`src/hdl/sha256_pkg.sv`:
```
// Package with SHA-256 constants, types and round functions.
`timescale 1ns / 1ps
package sha256_pkg;

  localparam int unsigned BLOCK_BYTES = 64;
  localparam int unsigned ROUNDS      = 64;
  localparam int unsigned LEN_POS     = 56;
  localparam logic [7:0]  PAD_BYTE    = 8'h80;

  localparam logic [0:0] KIND_BYTE = 1'b0;
  localparam logic [0:0] KIND_END  = 1'b1;

  localparam logic [31:0] ROUND_K [64] = '{
    32'h428a2f98, 32'h71374491, 32'hb5c0fbcf, 32'he9b5dba5,
    32'h3956c25b, 32'h59f111f1, 32'h923f82a4, 32'hab1c5ed5,
    32'hd807aa98, 32'h12835b01, 32'h243185be, 32'h550c7dc3,
    32'h72be5d74, 32'h80deb1fe, 32'h9bdc06a7, 32'hc19bf174,
    32'he49b69c1, 32'hefbe4786, 32'h0fc19dc6, 32'h240ca1cc,
    32'h2de92c6f, 32'h4a7484aa, 32'h5cb0a9dc, 32'h76f988da,
    32'h983e5152, 32'ha831c66d, 32'hb00327c8, 32'hbf597fc7,
    32'hc6e00bf3, 32'hd5a79147, 32'h06ca6351, 32'h14292967,
    32'h27b70a85, 32'h2e1b2138, 32'h4d2c6dfc, 32'h53380d13,
    32'h650a7354, 32'h766a0abb, 32'h81c2c92e, 32'h92722c85,
    32'ha2bfe8a1, 32'ha81a664b, 32'hc24b8b70, 32'hc76c51a3,
    32'hd192e819, 32'hd6990624, 32'hf40e3585, 32'h106aa070,
    32'h19a4c116, 32'h1e376c08, 32'h2748774c, 32'h34b0bcb5,
    32'h391c0cb3, 32'h4ed8aa4a, 32'h5b9cca4f, 32'h682e6ff3,
    32'h748f82ee, 32'h78a5636f, 32'h84c87814, 32'h8cc70208,
    32'h90befffa, 32'ha4506ceb, 32'hbef9a3f7, 32'hc67178f2
  };

  localparam logic [31:0] START_HASH [8] = '{
    32'h6a09e667, 32'hbb67ae85, 32'h3c6ef372, 32'ha54ff53a,
    32'h510e527f, 32'h9b05688c, 32'h1f83d9ab, 32'h5be0cd19
  };

  typedef logic [31:0] word_t;

  // Start and done strobes between the sequencer and the compression core.
  typedef struct packed {
    logic start;
    logic done;
  } core_ctl_t;

  function automatic word_t ror32(input word_t x, input int unsigned n);
    ror32 = (x >> n) | (x << (32 - n));
  endfunction

  function automatic word_t sig0(input word_t x);
    sig0 = ror32(x, 7) ^ ror32(x, 18) ^ (x >> 3);
  endfunction

  function automatic word_t sig1(input word_t x);
    sig1 = ror32(x, 17) ^ ror32(x, 19) ^ (x >> 10);
  endfunction

  function automatic word_t bsig0(input word_t x);
    bsig0 = ror32(x, 2) ^ ror32(x, 13) ^ ror32(x, 22);
  endfunction

  function automatic word_t bsig1(input word_t x);
    bsig1 = ror32(x, 6) ^ ror32(x, 11) ^ ror32(x, 25);
  endfunction

endpackage

```
`src/hdl/sha256_core.sv`:
```
// Compression core: schedule memory, working variables and hash words.
`timescale 1ns / 1ps
module sha256_core
  import sha256_pkg::*;
(
  input  logic        clk,
  input  logic        rst_n,
  input  core_ctl_t   ctl_in,
  output logic        done,
  // Block word fetch toward the buffer (rounds 0..15).
  output logic [3:0]  blk_addr,
  input  word_t       blk_word,
  // Hash readout and reload.
  input  logic        reload,
  input  logic [2:0]  hash_sel,
  output word_t       hash_word
);

  typedef enum logic [4:0] {
    C_IDLE  = 5'b00001,
    C_LOAD  = 5'b00010,
    C_FETCH = 5'b00100,
    C_ROUND = 5'b01000,
    C_ADD   = 5'b10000
  } cstate_t;

  cstate_t cst_r, cst_nxt;
  logic [5:0] t_r, t_nxt;
  logic [1:0] ph_r, ph_nxt;
  word_t hash_r [8];
  word_t a_r, b_r, c_r, d_r, e_r, f_r, g_r, h_r;
  word_t x2_r, x7_r, x15_r;

  // Schedule memory: one write port, one read port, registered read.
  word_t sched_mem [16];
  logic [3:0] rd_addr;
  logic       wr_en;
  logic [3:0] wr_addr;
  word_t      wr_data;
  word_t      rd_data_r;

  always_ff @(posedge clk) begin
    if (wr_en) begin
      sched_mem[wr_addr] <= wr_data;
    end
    rd_data_r <= sched_mem[rd_addr];
  end

  // Each round from 16 on reads four taps over four phases.
  always_comb begin
    case (ph_r)
      2'd0:    rd_addr = t_r[3:0] - 4'd2;
      2'd1:    rd_addr = t_r[3:0] - 4'd7;
      2'd2:    rd_addr = t_r[3:0] - 4'd15;
      default: rd_addr = t_r[3:0];
    endcase
  end

  // The buffer address follows the next round index, so the word is ready on time.
  assign blk_addr = t_nxt[3:0];
  word_t w_new, w_cur, t1, t2;
  // The oldest tap, word t-16, is the read data that returns as the round begins.
  assign w_new = sig1(x2_r) + x7_r + sig0(x15_r) + rd_data_r;
  assign w_cur = (t_r < 6'd16) ? blk_word : w_new;
  assign t1 = h_r + bsig1(e_r) + ((e_r & f_r) ^ (~e_r & g_r)) + ROUND_K[t_r] + w_cur;
  assign t2 = bsig0(a_r) + ((a_r & b_r) ^ (a_r & c_r) ^ (b_r & c_r));
  assign wr_en = (cst_r == C_ROUND);
  assign wr_addr = t_r[3:0];
  assign wr_data = w_cur;
  assign done = (cst_r == C_ADD);
  assign hash_word = hash_r[hash_sel];

  // Sequencer for the 64 rounds.
  always_comb begin
    cst_nxt = cst_r;
    t_nxt = t_r;
    ph_nxt = ph_r;
    case (cst_r)
      C_IDLE: begin
        if (ctl_in.start) begin
          cst_nxt = C_LOAD;
        end
      end
      C_LOAD: begin
        t_nxt = 6'd0;
        cst_nxt = C_ROUND;
      end
      C_FETCH: begin
        ph_nxt = ph_r + 2'd1;
        if (ph_r == 2'd3) begin
          cst_nxt = C_ROUND;
        end
      end
      C_ROUND: begin
        t_nxt = t_r + 6'd1;
        ph_nxt = 2'd0;
        if (t_r == 6'(ROUNDS - 1)) begin
          cst_nxt = C_ADD;
        end else if (t_r >= 6'd15) begin
          cst_nxt = C_FETCH;
        end
      end
      C_ADD:   cst_nxt = C_IDLE;
      default: cst_nxt = C_IDLE;
    endcase
  end

  always_ff @(posedge clk) begin
    if (!rst_n) begin
      cst_r <= C_IDLE;
      t_r <= 6'd0;
      ph_r <= 2'd0;
    end else begin
      cst_r <= cst_nxt;
      t_r <= t_nxt;
      ph_r <= ph_nxt;
    end
  end

  // Schedule taps are captured from the registered read data in the phase after their read address.
  always_ff @(posedge clk) begin
    if (cst_r == C_FETCH) begin
      case (ph_r)
        2'd1:    x2_r <= rd_data_r;
        2'd2:    x7_r <= rd_data_r;
        2'd3:    x15_r <= rd_data_r;
        default: ;
      endcase
    end
  end

  // Working variables and hash words.
  always_ff @(posedge clk) begin
    if (!rst_n) begin
      for (int i = 0; i < 8; i++) hash_r[i] <= START_HASH[i];
    end else if (reload) begin
      for (int i = 0; i < 8; i++) hash_r[i] <= START_HASH[i];
    end else if (cst_r == C_ADD) begin
      hash_r[0] <= hash_r[0] + a_r; hash_r[1] <= hash_r[1] + b_r;
      hash_r[2] <= hash_r[2] + c_r; hash_r[3] <= hash_r[3] + d_r;
      hash_r[4] <= hash_r[4] + e_r; hash_r[5] <= hash_r[5] + f_r;
      hash_r[6] <= hash_r[6] + g_r; hash_r[7] <= hash_r[7] + h_r;
    end
  end

  always_ff @(posedge clk) begin
    if (cst_r == C_LOAD) begin
      a_r <= hash_r[0]; b_r <= hash_r[1]; c_r <= hash_r[2]; d_r <= hash_r[3];
      e_r <= hash_r[4]; f_r <= hash_r[5]; g_r <= hash_r[6]; h_r <= hash_r[7];
    end else if (cst_r == C_ROUND) begin
      h_r <= g_r; g_r <= f_r; f_r <= e_r; e_r <= d_r + t1;
      d_r <= c_r; c_r <= b_r; b_r <= a_r; a_r <= t1 + t2;
    end
  end

endmodule

```
`src/hdl/sha256_buffer.sv`:
```
// Block buffer memory: byte writes, word reads for the compression core.
`timescale 1ns / 1ps
module sha256_buffer
  import sha256_pkg::*;
(
  input  logic       clk,
  input  logic       wr_en,
  input  logic [5:0] wr_addr,
  input  logic [7:0] wr_data,
  input  logic [3:0] rd_addr,
  output word_t      rd_word
);

  // Four byte lanes, so a big-endian word reads in one access.
  logic [7:0] lane0 [16];
  logic [7:0] lane1 [16];
  logic [7:0] lane2 [16];
  logic [7:0] lane3 [16];
  word_t rd_r;

  always_ff @(posedge clk) begin
    if (wr_en) begin
      case (wr_addr[1:0])
        2'd0:    lane0[wr_addr[5:2]] <= wr_data;
        2'd1:    lane1[wr_addr[5:2]] <= wr_data;
        2'd2:    lane2[wr_addr[5:2]] <= wr_data;
        default: lane3[wr_addr[5:2]] <= wr_data;
      endcase
    end
    rd_r <= {lane0[rd_addr], lane1[rd_addr], lane2[rd_addr], lane3[rd_addr]};
  end

  assign rd_word = rd_r;

endmodule

```
`src/hdl/sha256_hash_engine_top.sv`:
```
// Top level of the SHA-256 engine: input sequencer, padding and digest output.
// A message byte goes straight into the block buffer; once a byte fills the block,
// the full block compresses (16 rounds on block buffer words, then 48 rounds
// with four schedule memory reads each, plus start, load and final add).
// An end item pads one byte a cycle, compresses one or two blocks, then gives
// eight digest transactions, one a cycle while out_stall is low.
// Synchronous active-low reset loads the initial hash and clears the count.
`timescale 1ns / 1ps
module sha256_hash_engine_top
  import sha256_pkg::*;
(
  input  logic        clk,
  input  logic        rst_n,
  input  logic        in_valid,
  output logic        in_stall,
  input  logic        in_kind,
  input  logic [7:0]  in_message_byte,
  output logic        out_valid,
  input  logic        out_stall,
  output logic [31:0] out_digest_word,
  output logic [2:0]  out_word_index,
  output logic        out_last_word
);

  typedef enum logic [6:0] {
    S_IDLE  = 7'b0000001,
    S_COMP  = 7'b0000010,
    S_PAD   = 7'b0000100,
    S_PCOMP = 7'b0001000,
    S_WAIT  = 7'b0010000,
    S_OUT   = 7'b0100000,
    S_FIN   = 7'b1000000
  } state_t;

  state_t st_r, st_nxt;
  logic [63:0] cnt_r;
  logic [5:0] pos_r;
  logic final_r;
  logic [2:0] oidx_r;
  logic start_r;
  core_ctl_t ctl;
  logic done;
  logic [3:0] blk_addr;
  word_t blk_word, hash_word;
  logic bwr_en;
  logic [5:0] bwr_addr;
  logic [7:0] bwr_data;

  assign ctl.start = start_r;
  assign ctl.done = done;

  sha256_buffer u_buf (
    .clk(clk), .wr_en(bwr_en), .wr_addr(bwr_addr), .wr_data(bwr_data),
    .rd_addr(blk_addr), .rd_word(blk_word)
  );

  // The core fetches block word t in the cycle before round t uses it.
  sha256_core u_core (
    .clk(clk), .rst_n(rst_n), .ctl_in(ctl), .done(done),
    .blk_addr(blk_addr), .blk_word(blk_word),
    .reload(st_r == S_FIN), .hash_sel(oidx_r), .hash_word(hash_word)
  );

  logic acc;
  assign in_stall = (st_r != S_IDLE);
  assign acc = in_valid && !in_stall;

  // Buffer write: input bytes in idle, padding bytes in the pad state.
  always_comb begin
    bwr_en = 1'b0;
    bwr_addr = pos_r;
    bwr_data = in_message_byte;
    if (acc) begin
      bwr_en = 1'b1;
      bwr_data = (in_kind == KIND_END) ? PAD_BYTE : in_message_byte;
    end else if (st_r == S_PAD) begin
      bwr_en = 1'b1;
      if (final_r && pos_r >= 6'(LEN_POS)) begin
        bwr_data = cnt_r[8'(63 - 8 * (pos_r - 6'(LEN_POS))) -: 8];
      end else begin
        bwr_data = 8'h00;
      end
    end
  end

  // Main sequencer. A pad byte in the last slot fills the block at once.
  always_comb begin
    st_nxt = st_r;
    case (st_r)
      S_IDLE: begin
        if (acc) begin
          if (pos_r == 6'd63) st_nxt = (in_kind == KIND_END) ? S_PCOMP : S_COMP;
          else if (in_kind == KIND_END) st_nxt = S_PAD;
        end
      end
      S_COMP:  if (done) st_nxt = S_IDLE;
      S_PAD:   if (pos_r == 6'd63) st_nxt = S_PCOMP;
      S_PCOMP: if (done) st_nxt = final_r ? S_OUT : S_PAD;
      S_WAIT:  st_nxt = S_OUT;
      S_OUT:   if (!out_stall && oidx_r == 3'd7) st_nxt = S_FIN;
      S_FIN:   st_nxt = S_IDLE;
      default: st_nxt = S_IDLE;
    endcase
  end

  always_ff @(posedge clk) begin
    if (!rst_n) begin
      st_r <= S_IDLE;
      cnt_r <= 64'd0;
      pos_r <= 6'd0;
      final_r <= 1'b0;
      oidx_r <= 3'd0;
      start_r <= 1'b0;
    end else begin
      st_r <= st_nxt;
      start_r <= 1'b0;
      if (acc) begin
        pos_r <= pos_r + 6'd1;
        if (pos_r == 6'd63) start_r <= 1'b1;
        if (in_kind == KIND_BYTE) begin
          cnt_r <= cnt_r + 64'd8;
        end else begin
          final_r <= (pos_r < 6'(LEN_POS));
        end
      end else if (st_r == S_PAD) begin
        pos_r <= pos_r + 6'd1;
        if (pos_r == 6'd63) start_r <= 1'b1;
      end else if (st_r == S_PCOMP && done) begin
        final_r <= 1'b1;
      end else if (st_r == S_OUT && !out_stall) begin
        oidx_r <= oidx_r + 3'd1;
      end else if (st_r == S_FIN) begin
        cnt_r <= 64'd0;
        pos_r <= 6'd0;
        oidx_r <= 3'd0;
      end
    end
  end

  assign out_valid = (st_r == S_OUT);
  assign out_digest_word = hash_word;
  assign out_word_index = oidx_r;
  assign out_last_word = (oidx_r == 3'd7);

endmodule

```
`config.mk`:
```
export PLATFORM = sky130hd
export DESIGN_NAME = sha256_hash_engine_top
export DESIGN_NICKNAME = d
export VERILOG_FILES = /design/src/hdl/sha256_pkg.sv /design/src/hdl/sha256_core.sv /design/src/hdl/sha256_buffer.sv /design/src/hdl/sha256_hash_engine_top.sv
export SDC_FILE = /design/constraint.sdc
export NUM_CORES = 2
export LEC_CHECK = 0
export BUFFER_PORTS_ARGS = -buffer_cell sky130_fd_sc_hd__buf_2
export CAP_MARGIN = 20
export CELL_PAD_IN_SITES_DETAIL_PLACEMENT = 1
export CELL_PAD_IN_SITES_GLOBAL_PLACEMENT = 1
export CORE_MARGIN = 3
export CORE_UTILIZATION = 45
export DETAILED_ROUTE_END_ITERATION = 8
export PLACE_DENSITY = 0.7
export RECOVER_POWER = 25
export REMOVE_ABC_BUFFERS = 1
export SYNTH_ARGS = -nofsm -noshare
export SYNTH_HDL_FRONTEND = slang
export SYNTH_HIERARCHICAL = 1
export SYNTH_SLANG_ARGS = --single-unit
```
`constraint.sdc`:
```
create_clock -name clk -period 12.45 [get_ports clk]
set_input_delay 2.49 -clock clk [delete_from_list [all_inputs] [get_ports clk]]
set_output_delay 2.49 -clock clk [all_outputs]
set_load 0.005 [all_outputs]
```
-- After elaboration in Yosys (flattened, before gate mapping)
Memories as Yosys holds them, arrays and structs flattened. A register that Yosys moved wholly into a read port is not among the register bits.
Cells that the tools add are included.
- register bits after elaboration: 447
- RAM bits: 1280
- ROM bits: 2048
- input port bits: 13
- output and inout port bits: 38
- memories: 7
- $add $sub $neg: 28
- $lt $le $gt $ge: 5
- equal/unequal tests: 37
- shift operators: 1
- muxes and demuxes: 103
- bitwise logic cells: 47
- reductions and logical operators: 25
- memories (memory ; depth ; bits a word ; read ports ; clocked after memory_dff ; write ports ; line ; text):
    (name not given) ; 64 ; 32 ; 1 ; 0 ; 0 ; sha256_core.sv:65 ; assign t1 = h_r + bsig1(e_r) + ((e_r & f_r) ^ (~e_r & g_r)) + ROUND_K[t_r] + w_cur;
    u_core.sched_mem ; 16 ; 32 ; 1 ; 1 ; 1 ; sha256_core.sv:35 ; word_t sched_mem [16];
    u_core.hash_r ; 8 ; 32 ; 9 ; 1 ; 8 ; sha256_core.sv:30 ; word_t hash_r [8];
    u_buf.lane0 ; 16 ; 8 ; 1 ; 1 ; 1 ; sha256_buffer.sv:15 ; logic [7:0] lane0 [16];
    u_buf.lane1 ; 16 ; 8 ; 1 ; 1 ; 1 ; sha256_buffer.sv:16 ; logic [7:0] lane1 [16];
    u_buf.lane2 ; 16 ; 8 ; 1 ; 1 ; 1 ; sha256_buffer.sv:17 ; logic [7:0] lane2 [16];
    1 more memories ; -- ; -- ; -- ; -- ; -- ; -- ;
- operators by type and width (operator ; number):
    32-bit 2-to-1 mux ; 35
    32-bit adder ; 18
    64-bit 2-to-1 mux ; 6
    32-bit XOR ; 9
    32-bit AND ; 5
    71-bit by 9-bit indexed part select with 8-bit output ; 1
    64-bit by 4-bit adder with 64-bit output, second input constant ; 1
    7-bit 2-to-1 mux ; 7
    7-bit one-hot mux with 6 select lines ; 1
    6-bit 2-to-1 mux ; 6
    8-bit 2-to-1 mux ; 4
    32-bit inverter ; 1
    10-bit by 32-bit OR with 32-bit output ; 1
    13-bit by 32-bit OR with 32-bit output ; 1
    14-bit by 32-bit OR with 32-bit output ; 1
    15-bit by 32-bit OR with 32-bit output ; 1
    19-bit by 32-bit OR with 32-bit output ; 1
    21-bit by 32-bit OR with 32-bit output ; 1
    25-bit by 32-bit OR with 32-bit output ; 1
    26-bit by 32-bit OR with 32-bit output ; 1
    30-bit by 32-bit OR with 32-bit output ; 1
    7-bit by 32-bit OR with 32-bit output ; 1
    32-bit by 22-bit XOR with 32-bit output ; 1
    32-bit by 29-bit XOR with 32-bit output ; 1
    55 further kinds ; 140

-- Logic depth before layout (Yosys ltp)
- depth in word-level cells: 11
- gate-level depth with buffers: 44

-- Cells and area by module
Netlist, hierarchy kept.
- by module, submodules not included (module ; instances ; cells an instance ; area an instance (um^2) ; seq. area each (um^2)):
    sha256_core ; 1 ; 6964 ; 73759.5 ; 34212.8
    sha256_buffer ; 1 ; 910 ; 20116.8 ; 16015.4
    sha256_hash_engine_top ; 1 ; 533 ; 4657.0 ; 1561.5

-- Worst setup path before layout
Ideal clock, no wire load.
- path kind: reg2reg
- from: register u_core.x15_r[5]
- to: register u_core.a_r[31] (data pin)
- library setup time: 270 ps
- arrival: 8918 ps
- data required time: 12180 ps
- slack: 3262 ps
- stages on the path, launching flop included: 45
- path through: edfxtp_1 > xnor2_1 > xnor2_1 > fa_1 > inv_1 > fa_1 > inv_1 > ha_1 > a21o_1 > a21oi_1 > o21bai_1 > a31oi_1 > o21bai_1 > a21oi_1 > o21bai_1 > a21oi_1 > xnor2_1 > nor2_1 > [... 9 more ...] > o311ai_2 > nand2_2 > a31oi_1 > xnor2_1 > inv_1 > fa_1 > inv_1 > ha_1 > and4_1 > and4_1 > nand3_1 > o21ai_0 > a211oi_1 > o31ai_1 > a21oi_1 > xnor2_1 > xnor2_1 > a21oi_1
- word-level cells in the longest chain between the ends: 10
- elaborated cells on any way between the ends: 11
- ends and longest elaborated chain (element ; line ; text):
    start, declared ; sha256_core.sv:32 ; word_t x2_r, x7_r, x15_r;
    start signal, assigned ; sha256_core.sv:126 ; 2'd3: x15_r <= rd_data_r;
    14-bit by 32-bit OR with 32-bit output / 25-bit by 32-bit OR with 32-bit output (equally long branches) ; sha256_pkg.sv:46 ; ror32 = (x >> n) | (x << (32 - n));
    32-bit XOR ; sha256_pkg.sv:50 ; sig0 = ror32(x, 7) ^ ror32(x, 18) ^ (x >> 3);
    32-bit by 29-bit XOR with 32-bit output * ; sha256_pkg.sv:50 ;
    32-bit adder * (2 in a row) ; sha256_core.sv:63 ; assign w_new = sig1(x2_r) + x7_r + sig0(x15_r) + rd_data_r;
    32-bit 2-to-1 mux * ; sha256_core.sv:64 ; assign w_cur = (t_r < 6'd16) ? blk_word : w_new;
    32-bit adder * ; sha256_core.sv:65 ;
    32-bit adder * ; sha256_core.sv:152 ; d_r <= c_r; c_r <= b_r; b_r <= a_r; a_r <= t1 + t2;
    32-bit 2-to-1 mux * ; sha256_core.sv:150 ; end else if (cst_r == C_ROUND) begin
    32-bit 2-to-1 mux * ; sha256_core.sv:147 ; if (cst_r == C_LOAD) begin
    end signal, assigned ; sha256_core.sv:148 ; a_r <= hash_r[0]; b_r <= hash_r[1]; c_r <= hash_r[2]; d_r <= hash_r[3];
    end signal, assigned ; sha256_core.sv:152 ;
    end, declared ; sha256_core.sv:31 ; word_t a_r, b_r, c_r, d_r, e_r, f_r, g_r, h_r;
Every way passes the cells marked *; elsewhere a longest branch is shown, timed or not. The select of a mux whose other input is x is not followed.
A chain may end at the register's enable or synchronous reset.

-- Worst setup path after layout
- from: register u_core.t_r[0]
- to: register u_core.a_r[30] (data pin)
- word-level cells in the longest chain between the ends: 9
- elaborated cells on any way between the ends: 11
- ends and longest elaborated chain (element ; line ; text):
    start, declared ; sha256_core.sv:28 ; logic [5:0] t_r, t_nxt;
    start signal, assigned ; sha256_core.sv:115 ; t_r <= t_nxt;
    6-bit inverter with 7-bit output (not written as such) ; sha256_core.sv:65 ;
    memory read 64 x 32 bit ; -- ;
    32-bit 2-to-1 mux (not written as such) (2 in a row) ; sha256_core.sv:65 ;
    32-bit adder ; sha256_core.sv:65 ;
    32-bit adder * ; sha256_core.sv:65 ;
    32-bit adder * ; sha256_core.sv:152 ;
    32-bit 2-to-1 mux * ; sha256_core.sv:150 ;
    32-bit 2-to-1 mux * ; sha256_core.sv:147 ;
Marks and branches as above.

==> metrics.cfg <==
[power_and_ir_drop]
power_w = 0.01475
p_per_area_mw_per_mm2 = 135.9
leakagePower_nw = 38.94
ir_worst_vdd_mv = 0.1891

[yosys]
yosys.cell_count.top_type = edfxtp_1
yosys.area.top_type = edfxtp_1
seq_area_frac_synth = 0.5256
synth_area_leaders = edfxtp_1 49%, ha_1 5.1%, mux4_2 4.8%
ys.flop_type = edfxtp_1
ys.warnings.count = 6
synth_common_cells = 1600 x edfxtp_1, 1187 x nand2_1, 461 x nor2_1
yosysUniqueCellTypes = 111
synth_edf_count = 1600
postSynth.asyncResetShare = 0
netlist.area_leader.share = 0.4876
netlist_area_sq_mm = 0.09853
synth.avg_cell_area_sq_um = 11.72
syn-instance-count = 8407
synth.ff_latch_count = 1787

[drt]
vias_per_cell = 6.137
wire_per_inst_um = 28.87
dr.pass1.iters = 7
drc = 0
drt_iter0_drc = 6401
drtAntennaViolNets = 0
dr_total_vias = 69820
wl_mm = 328.5

[clocking]
clock-sinks = 1787
cts-hold-fix-buffers = 0
post_cts_buffers = 0
cts_tree = built
cts_root_buf = clkbuf_16
clk_pin_slew_ps = 70
ctsResizeCount = 0
cts_htree_levels = 4
cts_buffers = 190
clk-insertion-delay-late_ps = 890
clockBufferDepth = 3

[timing]
post-route-period-util = 0.9078
timing.slew.headroom = -4.030
min_period_ps = 11300
hold_viol_final = 0
fin_worst_skew_ps = 77.27
fin_tns_setup_ps = 0
max_freq_mhz = 88.48
setup_viol_count_final = 0
worstMarginPinSlew_ps = 7546
slew_viol_final = 887
rsz0062_at_grt = no

[global_routing]
gr-usage-all-layers = 0.2906
overflow = 0
grt_antenna_before_repair = 12
grt_pass1_wl_mm = 486.8
grt_pass1_vias = 71600
grt_max_degree = 171

[run]
drv_cap = 21

[worst_setup_path]
crit_top_cell = fa_1
max_stage_delay_ps = 860
r2r-end = u_core/a_r[30]
worstSetupPathType = flip-flop to flip-flop
crit_path_start_kind = flip-flop
reg2reg_slack_ps = 1150
cp.required_ps = 12870
arrival_ps = 11720
timing.rr.start = u_core/t_r[0]
startpoint = u_core/t_r[0]
end_kind = flip-flop
rr_worst_depth = 36
cp_slowest_cell = dfxtp_1
crit_fanout = 19

[outcome]
status = finished with violations
violations = max-capacitance violations, max-slew violations

[min_path]
hold_path_depth = 2
holdCritPathClass = flip-flop to flip-flop
hold_path_startpoint = cnt_r[63]
hold_end = cnt_r[63]

[final_layout]
drive_gt1_frac = 0.09652
areaGrowthSynthToFinish_pct = 10.18
final_nets = 8958
stdcell_count = 11380
fillCellCount = 22610

[floorplanning]
io_pins = 51
die_h_um = 473.9
dieWidth_um = 473.9
core.rowCount = 171
start_util = 0.4533
die-area_sq_mm = 0.2246
coreArea_sq_mm = 0.2174

[placed_design]
hpwlAfterDp_mm = 228.7
gp_congestion = 0.9743
numPortBuffers = 50
placed_cells = 11010

## power breakdown
group          leakage, nW  switching (W)  internal [W]  total (W)
clock network         3.25        0.00253       0.00351    0.00605
registers             15.9      0.0000643       0.00673    0.00679
logic                 19.8        0.00120      0.000712    0.00192
total                 38.9        0.00380        0.0110     0.0148
## critical path, delay by kind of cell, from the launching register on
kind                     cells  cell delay (ps)
buffers and inverters        4              820
flip-flops                   1              860
XOR/XNOR                     2              380
AND/OR/NAND/NOR              5             1020
AO/OA/AOI/OAI               17             3830
adder cells (fa/ha/maj)      8             3900
## logic make-up (layout without fill, tap and decap cells)
kind of cell,after synthesis,after routing,synth area share
other cells,0,7,0
simple gates,2397,2397,0.1101
mux,378,378,0.06557
flops,1787,1787,0.5256
fa+ha+maj,601,601,0.09105
compound gates,1843,1843,0.1233
buf+inv,812,921,0.03199
xor+xnor,589,589,0.05235
## per-layer routing
layer | global-route usage | up-vias | routed length [um]
met4 | 0.07828 | 6 | 8799
met5 | 0 | - | 38
met1 | 0.4233 | 36210 | 149100
li1 | - | 30770 | -
met3 | 0.03976 | 473 | 20010
met2 | 0.4567 | 2364 | 150600
## sequential cells by signal, indices dropped and copies added, names as in the netlist, 6 cells and up
signal	count
u_core/x7_r	32
u_core/h_r	32
u_core/e_r	32
u_core/d_r	32
u_core/g_r	32
u_buf/lane3	128
u_core/sched_mem	512
u_core/hash_r	256
bwr_addr	6
u_core/rd_data_r	32
u_core/a_r	32
u_core/x2_r	32
u_buf/rd_word	32
u_buf/lane2	128
cnt_r	61
u_core/x15_r	32
st_r	6
u_buf/lane0	128
u_buf/lane1	128
u_core/t_r	6
u_core/f_r	32
u_core/c_r	32
u_core/b_r	32
## how the worst max path moves through the flow
stage                             to  slack, ps  depth (start not counted)
global placement      u_core/a_r[30]       1600                         36
global route          u_core/a_r[30]        570                         36
detailed placement    u_core/a_r[30]       1540                         36
CTS                   u_core/a_r[30]       1410                         36
finish                u_core/a_r[30]       1150                         36
floorplan           u_buf/rd_word[0]     -20580                          8
## per-stage QoR
stage,util,hold WS (ps),worst slack [ps],instance area [sq um]
2_1_floorplan,-,442.9,-20580,96850
3_3_place_gp,0.4691,464.7,1598,102000
3_5_place_dp,0.4692,492.3,1537,102000
4_1_cts,0.5001,499.9,1407,108700
5_1_grt,0.4994,527.0,571.1,108600
6_report,0.4994,503.0,1148,108600
## cell usage in the layout (no fill, tap or decap), types with 31 or more instances in the layout
cell and instances:
nand2_1 1188, a22oi_1 68, buf_4 92, buf_2 50, o211ai_1 50, a21o_1 192, edfxtp_1 1600, mux2i_1 131
nand3_1 114, a21oi_1 451, mux2_2 37, o21ai_0 316, fa_1 195, or3_1 51, and2_1 155, nand4_1 43
clkinv_2 35, and3_1 31, clkbuf_16 191, nand2b_1 82, dfxtp_1 180, nor2_1 449, o21bai_1 48, a31oi_1 108
o31ai_1 37, mux4_2 209, inv_1 381, nor2b_1 57, a211oi_1 268, xnor2_1 392, xor2_1 197, nor3_1 82
ha_1 401, clkbuf_1 55, o21a_1 61
## area by class of cell
| class | count | area [sq um] | area share |
|---|---|---|---|
| Tap cell | 2854 | 3571 | 0.03289 |
| Antenna cell | 7 | 17.52 | 0.0001613 |
| Sequential cell | 1787 | 51810 | 0.4772 |
| Multi-Input combinational cell | 5808 | 43820 | 0.4036 |
| Inverter | 390 | 1474 | 0.01358 |
| Clock buffer | 252 | 5289 | 0.04871 |
| Timing Repair Buffer | 172 | 1159 | 0.01067 |
| Clock inverter | 107 | 1430 | 0.01317 |
Power figures use the tool's default switching activity.
